[config.mk]
export PLATFORM = sky130hd
export DESIGN_NAME = utf16le_to_utf8_transcoder_flat
export DESIGN_NICKNAME = d
export VERILOG_FILES = /design/src/rtl/core/utc_pkg.sv /design/src/rtl/core/utc_in_if.sv /design/src/rtl/core/utc_out_if.sv /design/src/rtl/core/utc_front.sv /design/src/rtl/core/utc_queue.sv /design/src/rtl/core/utc_back.sv /design/src/rtl/core/utf16le_to_utf8_transcoder.sv /design/src/flat_wrapper.sv
export SDC_FILE = /design/constraint.sdc
export NUM_CORES = 1
export LEC_CHECK = 0
export ABC_AREA = 1
export BUFFER_PORTS_ARGS = -buffer_cell sky130_fd_sc_hd__buf_2
export CORE_MARGIN = 2
export CORE_UTILIZATION = 65
export CTS_BUF_LIST = sky130_fd_sc_hd__clkbuf_8
export DETAILED_ROUTE_END_ITERATION = 7
export PLACE_DENSITY = 0.81
export SETUP_SLACK_MARGIN = 0.5
export SYNTH_ARGS = -nofsm -noshare
export SYNTH_HDL_FRONTEND = slang
export SYNTH_HIERARCHICAL = 1
export SYNTH_SLANG_ARGS = --single-unit
export TNS_END_PERCENT = 20
[constraint.sdc]
create_clock -name clk -period 4.7 [get_ports clk]
set_clock_uncertainty 0.2 [all_clocks]
set_input_delay 1.175 -clock clk [delete_from_list [all_inputs] [get_ports clk]]
set_output_delay 1.175 -clock clk [all_outputs]
set_load 0.005 [all_outputs]
[src/rtl/core/utc_pkg.sv]
package utc_pkg;

  // Surrogate prefixes on the top six bits of a code unit
  localparam logic [5:0] HIGH_SURR_TAG = 6'b110110;
  localparam logic [5:0] LOW_SURR_TAG  = 6'b110111;

  // Base of the supplementary planes
  localparam logic [20:0] SUPP_BASE = 21'h10000;

  // Code point limits for the UTF-8 length classes
  localparam logic [20:0] LIMIT_ONE   = 21'h00080;
  localparam logic [20:0] LIMIT_TWO   = 21'h00800;
  localparam logic [20:0] LIMIT_THREE = 21'h10000;

  // UTF-8 lead and continuation prefixes
  localparam logic [2:0] LEAD_TWO   = 3'b110;
  localparam logic [3:0] LEAD_THREE = 4'b1110;
  localparam logic [4:0] LEAD_FOUR  = 5'b11110;
  localparam logic [1:0] CONT_TAG   = 2'b10;

  // One queued job: a code point to encode, or a bare end marker
  typedef struct packed {
    logic [20:0] cp;
    logic        has_cp;
    logic        eos;
  } entry_t;

  // Request from the front part into the queue
  typedef struct packed {
    logic   valid;
    entry_t entry;
  } push_t;

endpackage

[src/rtl/core/utc_in_if.sv]
interface utc_in_if;
  logic       valid;
  logic       ready;
  logic [7:0] in_byte;
  logic       last_byte;

  modport source (output valid, output in_byte, output last_byte, input ready);
  modport sink   (input valid, input in_byte, input last_byte, output ready);
endinterface

[src/rtl/core/utc_out_if.sv]
interface utc_out_if;
  logic       valid;
  logic       ready;
  logic [7:0] out_byte;
  logic       byte_valid;
  logic       end_of_string;

  modport source (output valid, output out_byte, output byte_valid, output end_of_string,
                  input ready);
  modport sink   (input valid, input out_byte, input byte_valid, input end_of_string,
                  output ready);
endinterface

[src/rtl/core/utc_front.sv]
module utc_front (
  input  logic           clk,
  input  logic           rst,
  utc_in_if.sink         in_ch,
  output utc_pkg::push_t push,
  input  logic           push_ready
);

  logic                half;
  logic [7:0]          low_byte;
  logic                hs_held;
  logic [9:0]          hs_bits;
  logic                pend_valid;
  utc_pkg::entry_t     pend_entry;

  logic                accept;
  logic [15:0]         unit;
  logic                unit_hi;
  logic                unit_lo;
  logic                c_pair;
  logic                c_old;
  logic                hold_new;
  logic                c_flush;
  logic                c_plain;
  logic                first_v;
  logic                second_v;
  logic [20:0]         first_cp;
  logic [20:0]         second_cp;
  logic                slot_a_v;
  logic                slot_b_v;
  utc_pkg::entry_t     slot_a;
  utc_pkg::entry_t     slot_b;

  // Take a byte only when the spare slot is empty and the queue has room
  assign in_ch.ready = !pend_valid && push_ready;
  assign accept      = in_ch.valid && in_ch.ready;

  // Classify the unit formed by this byte and the held low byte
  always_comb begin
    unit     = {in_ch.in_byte, low_byte};
    unit_hi  = (unit[15:10] == utc_pkg::HIGH_SURR_TAG);
    unit_lo  = (unit[15:10] == utc_pkg::LOW_SURR_TAG);
    c_pair   = half && hs_held && unit_lo;
    c_old    = hs_held && !(half && unit_lo) && (half || in_ch.last_byte);
    hold_new = half && unit_hi;
    c_flush  = hold_new && in_ch.last_byte;
    c_plain  = half && !unit_hi && !c_pair && (unit != 16'h0000);
    first_v  = c_pair || c_old;
    second_v = c_flush || c_plain;
    first_cp = c_pair ? (utc_pkg::SUPP_BASE + {1'b0, hs_bits, unit[9:0]})
                      : {5'd0, utc_pkg::HIGH_SURR_TAG, hs_bits};
    second_cp = {5'd0, unit};
  end

  // Order the code points into at most two queue entries
  always_comb begin
    slot_a_v      = first_v || second_v || in_ch.last_byte;
    slot_b_v      = first_v && second_v;
    slot_a.cp     = first_v ? first_cp : second_cp;
    slot_a.has_cp = first_v || second_v;
    slot_a.eos    = in_ch.last_byte && !slot_b_v;
    slot_b.cp     = second_cp;
    slot_b.has_cp = 1'b1;
    slot_b.eos    = in_ch.last_byte;
  end

  // Drive the queue: the spare entry goes first
  always_comb begin
    if (pend_valid) begin
      push.valid = 1'b1;
      push.entry = pend_entry;
    end else begin
      push.valid = accept && slot_a_v;
      push.entry = slot_a;
    end
  end

  // Update pairing and surrogate state
  always_ff @(posedge clk) begin
    if (rst) begin
      half       <= 1'b0;
      low_byte   <= 8'd0;
      hs_held    <= 1'b0;
      hs_bits    <= 10'd0;
      pend_valid <= 1'b0;
    end else begin
      if (pend_valid && push_ready) begin
        pend_valid <= 1'b0;
      end
      if (accept) begin
        if (slot_b_v) begin
          pend_valid <= 1'b1;
          pend_entry <= slot_b;
        end
        if (in_ch.last_byte) begin
          half     <= 1'b0;
          low_byte <= 8'd0;
          hs_held  <= 1'b0;
          hs_bits  <= 10'd0;
        end else if (half) begin
          half    <= 1'b0;
          hs_held <= hold_new;
          if (hold_new) begin
            hs_bits <= unit[9:0];
          end
        end else begin
          half     <= 1'b1;
          low_byte <= in_ch.in_byte;
        end
      end
    end
  end

endmodule

[src/rtl/core/utc_queue.sv]
module utc_queue #(
  parameter int DEPTH = 4
) (
  input  logic            clk,
  input  logic            rst,
  input  utc_pkg::push_t  push,
  output logic            push_ready,
  output logic            head_valid,
  output utc_pkg::entry_t head,
  input  logic            pop
);

  localparam int PW = (DEPTH > 1) ? $clog2(DEPTH) : 1;
  localparam int CW = $clog2(DEPTH + 1);
  localparam logic [PW-1:0] LAST_PTR = PW'(DEPTH - 1);
  localparam logic [CW-1:0] FULL_CNT = CW'(DEPTH);

  utc_pkg::entry_t store [DEPTH];
  logic [PW-1:0]   wr_ptr;
  logic [PW-1:0]   rd_ptr;
  logic [CW-1:0]   count;
  logic            do_push;
  logic            do_pop;

  assign push_ready = (count != FULL_CNT);
  assign head_valid = (count != '0);
  assign head       = store[rd_ptr];
  assign do_push    = push.valid && push_ready;
  assign do_pop     = pop && head_valid;

  // Write the entry at the tail
  always_ff @(posedge clk) begin
    if (do_push) begin
      store[wr_ptr] <= push.entry;
    end
  end

  // Advance pointers and track the fill level
  always_ff @(posedge clk) begin
    if (rst) begin
      wr_ptr <= '0;
      rd_ptr <= '0;
      count  <= '0;
    end else begin
      if (do_push) begin
        wr_ptr <= (wr_ptr == LAST_PTR) ? '0 : wr_ptr + 1'b1;
      end
      if (do_pop) begin
        rd_ptr <= (rd_ptr == LAST_PTR) ? '0 : rd_ptr + 1'b1;
      end
      if (do_push && !do_pop) begin
        count <= count + 1'b1;
      end else if (do_pop && !do_push) begin
        count <= count - 1'b1;
      end
    end
  end

endmodule

[src/rtl/core/utc_back.sv]
module utc_back (
  input  logic            clk,
  input  logic            rst,
  input  logic            head_valid,
  input  utc_pkg::entry_t head,
  output logic            pop,
  utc_out_if.source       out_ch
);

  logic [1:0]      idx;
  logic            out_valid;
  logic [7:0]      out_byte;
  logic            byte_valid;
  logic            end_of_string;

  logic [1:0]      n_m1;
  logic [3:0][7:0] bytes;
  logic            load;
  logic            last_of;

  // Encode the head code point into its UTF-8 bytes
  always_comb begin
    bytes = '0;
    if (!head.has_cp) begin
      n_m1 = 2'd0;
    end else if (head.cp < utc_pkg::LIMIT_ONE) begin
      n_m1     = 2'd0;
      bytes[0] = {1'b0, head.cp[6:0]};
    end else if (head.cp < utc_pkg::LIMIT_TWO) begin
      n_m1     = 2'd1;
      bytes[0] = {utc_pkg::LEAD_TWO, head.cp[10:6]};
      bytes[1] = {utc_pkg::CONT_TAG, head.cp[5:0]};
    end else if (head.cp < utc_pkg::LIMIT_THREE) begin
      n_m1     = 2'd2;
      bytes[0] = {utc_pkg::LEAD_THREE, head.cp[15:12]};
      bytes[1] = {utc_pkg::CONT_TAG, head.cp[11:6]};
      bytes[2] = {utc_pkg::CONT_TAG, head.cp[5:0]};
    end else begin
      n_m1     = 2'd3;
      bytes[0] = {utc_pkg::LEAD_FOUR, head.cp[20:18]};
      bytes[1] = {utc_pkg::CONT_TAG, head.cp[17:12]};
      bytes[2] = {utc_pkg::CONT_TAG, head.cp[11:6]};
      bytes[3] = {utc_pkg::CONT_TAG, head.cp[5:0]};
    end
  end

  // Load the output register whenever it is empty or being drained
  assign load    = head_valid && (!out_valid || out_ch.ready);
  assign last_of = (idx == n_m1);
  assign pop     = load && last_of;

  assign out_ch.valid         = out_valid;
  assign out_ch.out_byte      = out_byte;
  assign out_ch.byte_valid    = byte_valid;
  assign out_ch.end_of_string = end_of_string;

  // Step through the bytes of the head entry
  always_ff @(posedge clk) begin
    if (rst) begin
      idx       <= 2'd0;
      out_valid <= 1'b0;
    end else begin
      if (load) begin
        out_valid <= 1'b1;
        idx       <= last_of ? 2'd0 : idx + 2'd1;
      end else if (out_ch.ready) begin
        out_valid <= 1'b0;
      end
    end
  end

  // Hold the result payload
  always_ff @(posedge clk) begin
    if (load) begin
      out_byte      <= bytes[idx];
      byte_valid    <= head.has_cp;
      end_of_string <= head.eos && last_of;
    end
  end

endmodule

[src/rtl/core/utf16le_to_utf8_transcoder.sv]
// UTF-16LE to UTF-8 transcoder.
// in_ch carries the string one byte per request, low byte of each code unit
// first, with last_byte set on the final byte. out_ch carries one UTF-8 byte
// per request; byte_valid is low only on a bare end marker, and end_of_string
// flags the final result of a string. Both channels use valid/ready.
// The front part pairs bytes into units, joins surrogate pairs and queues one
// entry per cycle while the queue has room; the back part encodes the head code
// point and emits one byte per cycle into a registered output stage while the
// receiver is ready. The first byte of a code point passes from the request
// completing it through the queue store and then the output register before it
// is offered on out_ch, and is held there until the output side is ready.
// Throughput: in_ch takes a byte every cycle while the queue has room, except
// that a byte yielding two code points (a flushed high surrogate plus another)
// holds in_ch.ready low while the second one is queued. The sustained rate is
// set by the output port at one UTF-8 byte per cycle.
// Reset clears the pairing state, empties the queue and drops any result in
// flight. When the receiver stalls, the output holds, the queue fills and
// in_ch.ready falls once QUEUE_DEPTH entries are waiting.
module utf16le_to_utf8_transcoder #(
  parameter int QUEUE_DEPTH = 4
) (
  input  logic      clk,
  input  logic      rst,
  utc_in_if.sink    in_ch,
  utc_out_if.source out_ch
);

  utc_pkg::push_t  push;
  logic            push_ready;
  logic            head_valid;
  utc_pkg::entry_t head;
  logic            pop;

  utc_front u_front (
    .clk        (clk),
    .rst        (rst),
    .in_ch      (in_ch),
    .push       (push),
    .push_ready (push_ready)
  );

  utc_queue #(
    .DEPTH (QUEUE_DEPTH)
  ) u_queue (
    .clk        (clk),
    .rst        (rst),
    .push       (push),
    .push_ready (push_ready),
    .head_valid (head_valid),
    .head       (head),
    .pop        (pop)
  );

  utc_back u_back (
    .clk        (clk),
    .rst        (rst),
    .head_valid (head_valid),
    .head       (head),
    .pop        (pop),
    .out_ch     (out_ch)
  );

endmodule
[src/flat_wrapper.sv]
// flat-port wrapper written by rule: the top's interface ports become plain ports
module utf16le_to_utf8_transcoder_flat 
#(
  parameter int QUEUE_DEPTH = 4
)
  (clk, rst, in_ch_valid, in_ch_in_byte, in_ch_last_byte, in_ch_ready, out_ch_valid, out_ch_out_byte, out_ch_byte_valid, out_ch_end_of_string, out_ch_ready);
  utc_in_if in_ch_i ();
  utc_out_if out_ch_i ();
  input  logic clk;
  input  logic rst;
  input wire logic [$bits(in_ch_i.valid)-1:0] in_ch_valid;
  input wire logic [$bits(in_ch_i.in_byte)-1:0] in_ch_in_byte;
  input wire logic [$bits(in_ch_i.last_byte)-1:0] in_ch_last_byte;
  output wire logic [$bits(in_ch_i.ready)-1:0] in_ch_ready;
  output wire logic [$bits(out_ch_i.valid)-1:0] out_ch_valid;
  output wire logic [$bits(out_ch_i.out_byte)-1:0] out_ch_out_byte;
  output wire logic [$bits(out_ch_i.byte_valid)-1:0] out_ch_byte_valid;
  output wire logic [$bits(out_ch_i.end_of_string)-1:0] out_ch_end_of_string;
  input wire logic [$bits(out_ch_i.ready)-1:0] out_ch_ready;
  assign in_ch_i.valid = in_ch_valid;
  assign in_ch_i.in_byte = in_ch_in_byte;
  assign in_ch_i.last_byte = in_ch_last_byte;
  assign in_ch_ready = in_ch_i.ready;
  assign out_ch_valid = out_ch_i.valid;
  assign out_ch_out_byte = out_ch_i.out_byte;
  assign out_ch_byte_valid = out_ch_i.byte_valid;
  assign out_ch_end_of_string = out_ch_i.end_of_string;
  assign out_ch_i.ready = out_ch_ready;
  utf16le_to_utf8_transcoder #(.QUEUE_DEPTH(QUEUE_DEPTH)) u_core (.clk(clk), .rst(rst), .in_ch(in_ch_i), .out_ch(out_ch_i));
endmodule
==> flow_summary.yaml, run 1 <==
cells_and_area:
  multi_input_area_sq_um: 2740
  drive_gt1_share_pct: 21.52
  fillCellCount: 815
  final_nets: 784
  mostFrequentLayoutCells: "nand2_1, edfxtp_1, nor2_1"
  fin_area_sq_um: 8063
  antenna_cells: 0
  area_growth_pct: 8.631
  instances_no_fill: 919
  layout_commonest_cell: "nand2_1"
  fin_util_pct: 71.53
  final-seq-area_sq_um: 4234
floorplanning:
  start_util_pct: 65.85
  die-area_sq_um: 12290
  die_h_um: 110.9
  coreArea_sq_um: 11270
  chipWidth_um: 110.9
  ios: 25
  rows: 39
cts:
  clk_latency_ns: 0.45
  h-tree-depth: 4
  cts.sink_count: 152
  clockRootBuffer: "clkbuf_8"
  path_clk_slew_ns: 0.07
  holdBufCountCts: 0
  postCtsResizedCells: 0
  cts_made_buffers: 17
  post-cts-setup-buffers: 0
  cts_tree: "done"
  clockBufferDepth: 2
timing:
  finalHoldViolations: 0
  min_period_over_period_pct: 79.75
  worst_pin_slew_ns: 0.8547
  setup-tns-final_ns: 0
  period_minus_slack_ns: 3.748
  drv_slew: 0
  setup_violations: 0
  rsz0062_at_grt: "no"
  fin_hold_ws_ns: 0.2800
  fmax_ghz: 0.2668
  relSlewSlack_pct: 42.96
  fin_ws_ns: 0.9516
logic_synthesis:
  synth-edff-count: 119
  yosys_most_used_dff: "edfxtp_1"
  ys_warn_count: 6
  synth-seq-cells: 152
  avgSynthCellArea_sq_um: 10.02
  yosysTopAreaCell: "edfxtp_1"
  synthTopCellsByArea: "edfxtp_1, dfxtp_1, nand2_1, nor2_1, o22ai_2"
  synthesis.nets: 762
  netlist_area_sq_um: 7422
  ys_async_sr_fraction_pct: 0
  ys_types: 41
  yosysTopAreaCellShare_pct: 48.15
  synthCells: 741
  ys_seq_area_share_pct: 57.05
worst_setup_path:
  crit_type: "reg -> reg"
  worst_setup_path_start_kind: "register"
  cp_slowest_cell: "dfxtp_1"
  cp.arrival_ns: 3.88
  worst-path-max-fanout: 46
  slowest_delay_ns: 0.44
  cp-end-kind: "register"
  required_ns: 4.83
  worstPathCellList: "buf_4 > o21ai_0 > o22ai_2 > nor2_1 > nand2_1 > inv_1 > o21ai_0 > nand3_1 > nand2_2 > nand3_2 > inv_1 > nand2_1 > ha_1 > inv_1 > fa_1 > o21ai_0 > nor2_1"
grt:
  grt_pass1_vias: 5348
  grt_pass1_wl_um: 26160
  track_usage_pct: 27.32
  overflow: 0
  grt_antenna_before_repair: 0
  grt_max_degree: 47
power:
  power_mw: 4.384
  leakage_nw: 3.078
  power_density_nw_per_um2: 543.7
  vdd_drop_max_v: 0.0003961
drt:
  vias: 5457
  drt-vias-per-instance: 5.938
  drt_wl_total_um: 16010
  dr.pass1.iters: 5
  drcViolationCount: 0
  drt-initial-drc-count: 518
  wl_per_cell_um: 17.42
  ant_nets: 0
placed_design:
  place_area_sq_um: 7574
  hpwlAfterDp_um: 11000
  dpl.cell_count: 887
  portBuffers: 24
  gp_congestion: 0.9309
  post-place-ws_ns: 0.9032
hold_path:
  min_path_type: "reg -> reg"
flow_run:
  cap_viol_max_count: 0
outcome:
  status: "finished clean"
## layer usage
layer	global-route usage, %	up-vias	part of all wire (%)
met1	34.31	2625	41
li1	-	2594	-
met5	0	-	0
met4	10.67	0	2.3
met3	5.249	35	5.6
met2	47.08	203	51
## cell type report
cell class,count,area share (%)
repair buffers,32,2.235
clock inverters,15,3.166
flip-flops and latches,152,52.51
well taps,143,2.219
clock buffers,17,2.902
multi-input cells,498,33.99
inverters,62,2.980
## worst max-delay path, delay by kind of cell (launching register included)
family / cells / cell delay, ns
AOI/OAI and AO/OA: 4 / 0.88
adders and majority gates: 2 / 0.63
buffers and inverters: 4 / 0.75
DFF: 1 / 0.44
and+or+nand+nor: 7 / 0.71
## registers in the layout (all words and copies together), names as in the netlist, 2 cells and up, named ones only
register,count
u_core/u_queue/count,3
u_core/u_front/low_byte,8
u_core/u_back/idx,2
u_core/u_front/hs_bits,10
u_core/u_queue/rd_ptr,2
u_core/u_front/pend_entry,17
u_core/u_queue/store,92
u_core/u_queue/wr_ptr,2
u_core/u_back/out_ch.out_byte,8
## synthesized netlist by cell type, types with 3 or more instances
library cell	n
o22ai_2	23
nor2_4	3
nand2_1	142
nand3b_1	5
ha_1	7
buf_2	10
clkbuf_1	7
buf_8	4
a31oi_1	9
edfxtp_1	119
nand4_1	14
nand2_2	9
o21ai_2	18
nand3_2	5
nand3_1	39
nor2_1	84
o21ai_1	6
dfxtp_1	33
o21ai_0	48
nor2_2	34
nand2_4	3
inv_2	4
buf_6	4
a21oi_1	33
inv_1	57
## report_power, final
part | internal [mW] | total, mW | switching, mW
logic | 0.461 | 1.45 | 0.988
registers | 1.66 | 1.74 | 0.0836
clock network | 0.732 | 1.20 | 0.464
total | 2.85 | 4.38 | 1.54
## path summary, 6_finish.rpt
path                                           startpoint                        end  slack, ns  depth (start not counted)
worst min register to register  u_core/u_front/hs_bits[2]  u_core/u_front/hs_bits[2]       0.28                          2
worst max-delay path                             register    u_core/u_queue/count[1]       0.95                         17
worst min-delay path            u_core/u_front/hs_bits[2]  u_core/u_front/hs_bits[2]       0.28                          2
worst max register to register                   register    u_core/u_queue/count[1]       0.95                         17
## cell families (layout without fill, tap and decap cells)
kind of cell    count (synthesis)  after routing  share of synthesized area [%]
xor+xnor                        2              2                         0.2361
simple gates                  344            344                          21.80
flops                         152            152                          57.05
fa+ha+maj                       8              8                          1.450
buf+inv                        91            126                          6.170
compound gates                144            144                          13.30
(Power assumes the default switching activity.)
==> run 2, diff against run 1 <==
Settings changed: CORE_UTILIZATION 65 to 64, PLACE_DENSITY 0.81 to 0.8.
Clock period 4.7 ns to 3.6 ns, I/O delays scaled along.
==> flow_summary.yaml, run 2 (synthesis gave the netlist of run 1 again) <==
grt:
  track_usage_pct: 28.36
  grt_max_degree: 30
  grt_pass1_wl_um: 27500
  overflow: 0
  grt_pass1_vias: 5617
  grt_antenna_before_repair: 0
cells_and_area:
  fin_area_sq_um: 8581
  antenna_cells: 0
  area_growth_pct: 15.61
  reg.largest.list: "u_core/u_queue/store: 92 flops, u_core/u_front/pend_entry: 17 flops, u_core/u_front/hs_bits: 10 flops"
  layout_commonest_cell: "nand2_1"
  regMostFlops: "u_core/u_queue/store"
  mostFrequentLayoutCells: "nand2_1, edfxtp_1, nor2_1"
  largest_reg_flops: 92
  drive_gt1_share_pct: 29.71
  final_nets: 826
drt:
  wl_met1_um: 7070
  drcViolationCount: 0
  wl_per_cell_um: 17.87
  route.met3.wl_um: 927
  top_layer: "met4"
  ant_nets: 0
  vias: 5631
  drt-vias-per-instance: 5.860
  dr.pass1.iters: 5
  drt-initial-drc-count: 411
  drt_wl_total_um: 17170
  wl_met2_um: 8595
timing:
  rsz0062_at_grt: "yes"
  fmax_ghz: 0.3233
  setup_violations: 0
  relSlewSlack_pct: 59.52
  setup-tns-final_ns: 0
  drv_slew: 0
  finalHoldViolations: 0
  worst_pin_slew_ns: 0.6025
  min_period_over_period_pct: 85.92
  period_minus_slack_ns: 3.093
worst_setup_path:
  required_ns: 3.75
  crit_type: "reg -> reg"
  cp-end-kind: "register"
  r2r_setup_slack_ns: 0.51
  worst-r2r-cell-count: 19
  worst_setup_path_start_kind: "register"
  worst-path-max-fanout: 17
  cp.arrival_ns: 3.25
hold_path:
  min_path_type: "reg -> reg"
  holdCritStartpoint: "u_core/u_back/out_ch.valid"
  hold_path_depth: 2
cts:
  clk_latency_ns: 0.45
  h-tree-depth: 4
  path_clk_slew_ns: 0.09
  holdBufCountCts: 0
  cts_made_buffers: 17
  cts_tree: "done"
  clockBufferDepth: 2
  cts.sink_count: 152
  clockRootBuffer: "clkbuf_8"
power:
  vdd_drop_max_v: 0.0004110
  leakage_nw: 3.301
  power_density_nw_per_um2: 682.8
floorplanning:
  die-area_sq_um: 12470
  rows: 39
  ios: 25
  start_util_pct: 65.28
  die_h_um: 111.7
  coreArea_sq_um: 11370
  chipWidth_um: 111.7
placed_design:
  hpwlAfterDp_um: 11330
  portBuffers: 24
  place_area_sq_um: 7684
  gp_congestion: 0.9284
outcome:
  status: "finished clean"
flow_run:
  cap_viol_max_count: 0
## run 2: cell types whose count changed in the layout (fill, tap and decap cells not counted), sizes merged
cell,previous run,this run
bufbuf,0,3
clkinv,4,7
clkbuf,17,18
clkinvlp,1,0
inv,65,70
bufinv,7,0
buf,32,70
## run 2: cell type report
cell class,instances,area [sq um]
Multi-Input combinational cell,498,2974
Sequential cell,152,4239
Clock buffer,18,247.7
Tap cell,143,178.9
Fill cell,745,2789
Timing Repair inverter,1,11.26
Timing Repair Buffer,73,591.8
Inverter,62,254.0
Clock inverter,14,83.83
## run 2: metal layers
metal / up-vias / global-route usage [%]
met5: - / 0
met4: 0 / 12.26
met3: 53 / 6.424
met2: 207 / 48.61
met1: 2685 / 34.61
li1: 2686 / -
## run 2: final timing paths
kind / end
hold / removal: u_core/u_back/out_ch.valid
setup reg to reg: u_core/u_queue/count[1]
setup / recovery: u_core/u_queue/count[1]
hold reg to reg: u_core/u_back/out_ch.valid
## run 2: worst max-delay path, stage by stage, from the launching register on
cell and delay [ns]:
dfxtp_4 0.40, buf_12 0.16, inv_8 0.09, o21ai_2 0.17, o22ai_4 0.10, nor2_4 0.19, nand2_4 0.12, nor2_4 0.16
nand2_4 0.09, nand3_4 0.07, nand2_2 0.05, nand2_2 0.07, nand3_2 0.07, inv_2 0.11, nand2_4 0.08, ha_4 0.17
inv_2 0.06, fa_2 0.44, o21ai_2 0.14, nor2_1 0.05
## run 2: repair_timing
action	4_1_cts	5_1_grt
setup endpoints to repair	2	2
buffers inserted	17	8
pin swaps	16	20
resized for setup	47	37
cloned	4	0
## run 2: report_power, final
group	leakage (nW)	switching [mW]	internal (mW)
clock network	0.191	0.623	0.487
logic	1.75	1.52	0.941
registers	1.36	0.122	2.16
## run 2: metrics by stage
stage               worst slack (ns)  std cells  hold slack (ns)  util (%)  power [mW]
floorplan                     0.3852        741           0.2453         -       3.743
global placement              0.3243        900           0.2524     67.58       4.179
detailed placement            0.1866        900           0.2692     67.58       4.256
CTS                           0.4873        953           0.2820     73.48       5.642
global route                  0.3633        961           0.2969     75.47       6.165
finish                        0.5070        961           0.2804     75.47       5.859
==> run 3, diff against run 2 <==
Settings changed: REMOVE_ABC_BUFFERS from default to 1.
==> flow_summary.yaml, run 3 (synthesis gave the netlist of run 1 again) <==
worst_setup_path:
  cp.arrival_ns: 3.24
  worst_setup_path_start_kind: "register"
  cp-end-kind: "register"
  worst-r2r-cell-count: 20
  required_ns: 3.75
  crit_type: "reg -> reg"
  timing.rr.end: "u_core/u_queue/count[1]"
  r2r_setup_slack_ns: 0.51
  worst-path-max-fanout: 15
power:
  power_density_nw_per_um2: 714.0
  leakage_nw: 3.320
  power_mw: 6.189
  vdd_drop_max_v: 0.0005753
flow_run:
  cap_viol_max_count: 0
floorplanning:
  rows: 39
  start_util_pct: 65.28
  die_h_um: 111.7
  chipWidth_um: 111.7
  coreArea_sq_um: 11370
  ios: 25
  die-area_sq_um: 12470
drt:
  drt_wl_total_um: 17720
  wl_per_cell_um: 18.42
  dr.pass1.iters: 6
  vias: 5732
  ant_nets: 0
  drt-vias-per-instance: 5.958
  drcViolationCount: 0
  drt-initial-drc-count: 582
cells_and_area:
  regMostFlops: "u_core/u_queue/store"
  fillCellCount: 718
  largest_reg_flops: 92
  final-seq-area_sq_um: 4242
  mostFrequentLayoutCells: "nand2_1, edfxtp_1, nor2_1"
  antenna_cells: 0
  instances_no_fill: 962
  drive_gt1_share_pct: 29.67
  layout_commonest_cell: "nand2_1"
  multi_input_area_sq_um: 2918
  fin_util_pct: 76.24
  final_nets: 827
  area_growth_pct: 16.79
  reg.largest.list: "u_core/u_queue/store: 92 flops, u_core/u_front/pend_entry: 17 flops, u_core/u_front/hs_bits: 10 flops"
cts:
  clk_latency_ns: 0.45
  clockRootBuffer: "clkbuf_8"
  holdBufCountCts: 0
  clockBufferDepth: 2
  path_clk_slew_ns: 0.08
  cts_made_buffers: 17
  cts_tree: "done"
  h-tree-depth: 4
  cts.sink_count: 152
grt:
  grt_pass1_wl_um: 27000
  grt_antenna_before_repair: 0
  grt_pass1_vias: 5375
  track_usage_pct: 28.03
  grt_max_degree: 34
  overflow: 0
placed_design:
  post-place-ws_ns: 0.1790
  hpwlAfterDp_um: 11150
  gp_congestion: 0.9398
  portBuffers: 24
  dpl.cell_count: 898
timing:
  fin_ws_ns: 0.5147
  setup-tns-final_ns: 0
  finalHoldViolations: 0
  relSlewSlack_pct: 58.17
  worst_pin_slew_ns: 0.6226
  drv_slew: 0
  period_minus_slack_ns: 3.085
  rsz0062_at_grt: "no"
  min_period_over_period_pct: 85.70
  fmax_ghz: 0.3241
  setup_violations: 0
hold_path:
  min_path_type: "reg -> reg"
  hold_path_depth: 2
  hold_end: "u_core/u_front/hs_bits[4]"
  holdCritStartpoint: "u_core/u_front/hs_bits[4]"
outcome:
  status: "finished clean"
==> run 3: changes by cell type in the layout (fill, tap and decap cells not counted), sizes merged, moves of 2 or more <==
cell / before / now
clkinv: 7 / 2
bufbuf: 3 / 0
bufinv: 0 / 4
clkinvlp: 0 / 3
buf: 70 / 72
==> run 3: worst max-delay path by stage <==
stage | from | to | slack, ns | depth (start not counted)
floorplan | register | u_core/u_queue/count[1] | -0.30 | 18
global placement | in_ch_in_byte[5] | u_core/u_queue/count[1] | 0.29 | 16
detailed placement | in_ch_in_byte[5] | u_core/u_queue/count[1] | 0.18 | 16
CTS | register | u_core/u_queue/count[2] | 0.50 | 21
global route | register | u_core/u_queue/count[1] | 0.41 | 20
finish | register | u_core/u_queue/count[1] | 0.51 | 20
==> run 3: what timing repair did <==
action                                 CTS  global route
gates cloned                             1             3
pin swaps                               13            30
gates resized for setup                 38            49
buffers inserted                         9            19
endpoints found under the hold margin    0             0
setup endpoints to repair                2             2
==> run 3: cell type report <==
class / count / share of cell area (%)
tap: 143 / 2.064
multi-input combinational: 498 / 33.66
inverter: 62 / 3.046
clock buffer: 18 / 2.858
timing repair buffer: 73 / 6.914
timing repair inverter: 2 / 0.2598
clock inverter: 14 / 2.266
sequential: 152 / 48.93
==> run 3: critical path: stages, from the launching register on <==
cell and delay (ns):
dfxtp_4 0.37, buf_4 0.14, clkbuf_16 0.15, buf_8 0.15
nor2_1 0.16, o22ai_2 0.10, nor2_2 0.12, nand2_1 0.10
nor2_4 0.14, nand2_4 0.08, nand3_4 0.07, nand2_2 0.05
nand2_2 0.08, nand3_2 0.08, inv_2 0.11, nand2_4 0.07
ha_4 0.16, inv_2 0.05, fa_2 0.44, o21ai_2 0.13
nor2_1 0.05
==> run 3: metal layers <==
layer | vias up | GRT usage (%) | wire [um]
li1 | 2682 | - | -
met1 | 2698 | 34.83 | 6806
met2 | 305 | 48.04 | 9106
met3 | 47 | 6.369 | 1343
met4 | 0 | 10.78 | 467
met5 | - | 0 | 0
==> run 3: stage by stage <==
step                      cell area (sq um)  hold slack [ns]
after global placement                 7656           0.2529
after detailed placement               7656           0.2556
after floorplan                        7204           0.2393
after CTS                              8298           0.2777
after global routing                   8668           0.2973
final                                  8668           0.2750
==> run 3: report_power, final <==
part / internal, mW / total (mW) / switching [mW] / leakage (nW)
clock network: 0.780 / 1.42 / 0.642 / 0.221
logic: 0.946 / 2.48 / 1.54 / 1.73
registers: 2.16 / 2.28 / 0.119 / 1.36
